## config.mk

```make
export PLATFORM = sky130hd
export DESIGN_NAME = chip8_ram
export DESIGN_NICKNAME = d
export VERILOG_FILES = /design/src/design/chip8_ram.sv
export SDC_FILE = /design/constraint.sdc
export NUM_CORES = 1
export LEC_CHECK = 0
export ABC_AREA = 1
export BUFFER_PORTS_ARGS = -buffer_cell sky130_fd_sc_hd__buf_2
export CAP_MARGIN = 0
export CORE_MARGIN = 5
export CORE_UTILIZATION = 50
export CTS_BUF_LIST = sky130_fd_sc_hd__clkbuf_8
export DETAILED_ROUTE_END_ITERATION = 8
export GPL_ROUTABILITY_DRIVEN = 1
export MAX_ROUTING_LAYER = met4
export PLACE_DENSITY = 0.63
export SKIP_CTS_REPAIR_TIMING = 1
export SYNTH_ARGS = -nofsm -noshare
export SYNTH_HDL_FRONTEND = slang
export SYNTH_SLANG_ARGS = --single-unit
```

## constraint.sdc

```tcl
create_clock -name clk_i -period 2 [get_ports clk_i]
set_clock_uncertainty 0.15 [all_clocks]
set_input_delay 0.1 -clock clk_i [delete_from_list [all_inputs] [get_ports clk_i]]
set_output_delay 0.1 -clock clk_i [all_outputs]
set_load 0.01 [all_outputs]
```

## src/design/chip8_ram.sv

```systemverilog
module chip8_ram #(
  parameter int WIDTH = 8,
  parameter int DEPTH = 16,
  localparam int AW = (DEPTH > 1) ? $clog2(DEPTH) : 1
) (
  input  logic             clk_i,
  input  logic [AW-1:0]    addr_i,
  input  logic             we_i,
  input  logic [WIDTH-1:0] wdata_i,
  output logic [WIDTH-1:0] rdata_o
);

  logic [WIDTH-1:0] mem_q [DEPTH];
  logic [WIDTH-1:0] rdata_q;

  always_ff @(posedge clk_i) begin
    if (we_i) begin
      mem_q[addr_i] <= wdata_i;
    end else begin
      rdata_q <= mem_q[addr_i];
    end
  end

  assign rdata_o = rdata_q;

endmodule

```

==> results.toml <==
[run_status]
status = "completed"

[clock_tree]
cts_root_buffer = "clkbuf_8"
cts_inserted_buffers = 17
h-tree-depth = 4
clk_path_buf_depth = 2
clk_pin_slew_ns = 0.08
clock_sink_count = 136
clk_latency_ns = 0.43
cts_tree = "yes"

[setup_path]
path_cells = "nand2_1, nand2_1, nand2_1, nand2_1, nand2_1, nand2_1, inv_1, nand2_1"
max_stage_delay_ns = 0.37
path_max_fanout = 1
cp-end-kind = "register"
critPathKind = "reg2reg"
critical_path.most_common_cell = "nand2_1"
startpoint_type = "register"
crit_arrival_ns = 1.32
critPathRequiredTime_ns = 2.04
slowest_stage = "edfxtp_1"

[yosys]
syn_avg_cell_area_um2 = 10.34
yosys-top-cells-count = "nand2_1 (346), edfxtp_1 (136), inv_1 (22)"
yosysTopAreaCell = "edfxtp_1"
yosysUniqueCellTypes = 10
synth_nets = 563
synth_edf_count = 136
syn_inst = 549
syn-cell-area_um2 = 5677
synthFlopType = "edfxtp_1"
ys_seq_elements = 136
synth_top_area_share_pct = 71.94
async_flop_share_pct = 0
yosys.cell_count.top_type = "nand2_1"
seq_area_frac_synth_pct = 71.94
yosys_warnings = 0
ys_top_cells_by_area = "edfxtp_1 (72%), nand2_1 (23%), inv_1 (1.5%), nor2_1 (1.2%), buf_2 (1.1%)"

[placed_design]
portBuffers = 21
place_congestion = 0.8992
dpl.hpwl_um = 8184

[timing]
worstMarginPinSlew_ns = 0.4280
fmax_mhz = 784.3
report.final.slew_viol_count = 0
setup_viol = 0
fin_crit_sh_pct = 63.75
min_period_ns = 1.275
finalHoldViolations = 0
finalSetupTns_ns = 0
worst_slew_margin_rel_pct = 71.47
rsz0062_at_grt = "no"

[route]
wl_um = 12550
first_pass_iters = 5
drtIter0Drc = 343
wire_per_inst_um = 16.58
viasPerCell = 4.930
drtAntennaViolNets = 0
drcViolationCount = 0
vias = 3732

[grt]
grt_pass1_wl_um = 20020
antenna_found_initial = 0
first_global_vias = 3686
grt_use_total_pct = 20.87
grt-ovfl-total = 0
grt_max_degree = 33

[power_and_ir_drop]
powerDensity_nw_per_um2 = 886.0
leakagePower_nw = 2.788
ir_drop_mv = 0.4288
power.total_mw = 5.744

[die]
rows = 39
ios = 22
fp.dieH_um = 116.6
core-area_um2 = 11270
die_area_um2 = 13580
die_x_um = 116.6
start_util_pct = 50.36

[run]
max_cap_violations = 0

[finish]
antenna_cells = 0
fillCellCount = 990
nNetsFinal = 615
drive_above_1_share_pct = 12.38
multi_input_area_um2 = 1386
ff_latch_area_um2 = 4084
syn2layout_area_growth_pct = 14.22

[hold_path]
hold_class = "in2reg"
==> kinds of logic after synthesis <==
group,count (synthesis),synth area share [%]
buffers and inverters,45,3.637
and+or+nand+nor,368,24.42
DFF,136,71.94
==> worst paths after layout <==
kind,slack [ns],start,end,depth (start not counted)
worst max-delay path,0.73,mem_q[5][5],rdata_o[5],8
worst min-delay path,0.06,we_i,rdata_o[1],2
worst max register to register,0.73,mem_q[5][5],rdata_o[5],8
worst min register to register,0.63,mem_q[0][4],rdata_o[4],8
==> layer usage <==
| metal | up-vias | track usage [%] | wire, µm |
|---|---|---|---|
| met5 | - | - | 0 |
| li1 | 1863 | - | - |
| met4 | 0 | 6.346 | 127 |
| met2 | 112 | 30.66 | 5736 |
| met1 | 1746 | 29.13 | 6014 |
| met3 | 11 | 5.078 | 674 |
==> area by class of cell <==
type,instances,area share [%]
Clock buffer,17,3.609
Sequential cell,136,62.99
Inverter,24,1.389
Multi-Input combinational cell,368,21.38
Clock inverter,15,2.123
Tap cell,143,2.760
Timing Repair Buffer,54,5.751
==> critical path, delay by kind of cell, from the launching register on <==
kind	cells	cell delay, ns
AND/OR/NAND/NOR	7	0.47
buffers and inverters	1	0.04
flip-flops	1	0.37
==> cell usage in the layout (no fill, tap or decap), drive strengths merged <==
cell type	instances
edfxtp	136
buf	46
clkbuf	17
clkinv	8
dlygate4sd3	8
bufinv	2
inv	24
clkinvlp	5
nand3	4
nand2	346
nor2	18
==> power by group <==
group	switching [mW]	internal, mW	total [mW]
Combinational	0.283	0.117	0.400
Clock	1.04	1.08	2.12
Sequential	0.0169	3.21	3.22
Total	1.34	4.41	5.74
==> through the flow <==
| step | setup WS [ns] | area, µm² | hold WS, ns | cells | utilization (%) |
|---|---|---|---|---|---|
| final | 0.7251 | 6484 | 0.05567 | 757 | 57.52 |
| after global routing | 0.5824 | 6484 | 0.04325 | 757 | 57.52 |
| after CTS | 0.7134 | 6404 | -0.07034 | 749 | 56.81 |
| after detailed placement | 0.2902 | 6032 | 0.3696 | 717 | 53.51 |
| after global placement | 0.2779 | 6032 | 0.3637 | 717 | 53.51 |
| after floorplan | 0.3728 | 5677 | 0.04887 | 549 | - |
==> registers in the layout, summed over array words and instances (netlist names) <==
signal,flops
rdata_o,8
mem_q,128
No activity file was read; power rests on OpenSTA's default activity.
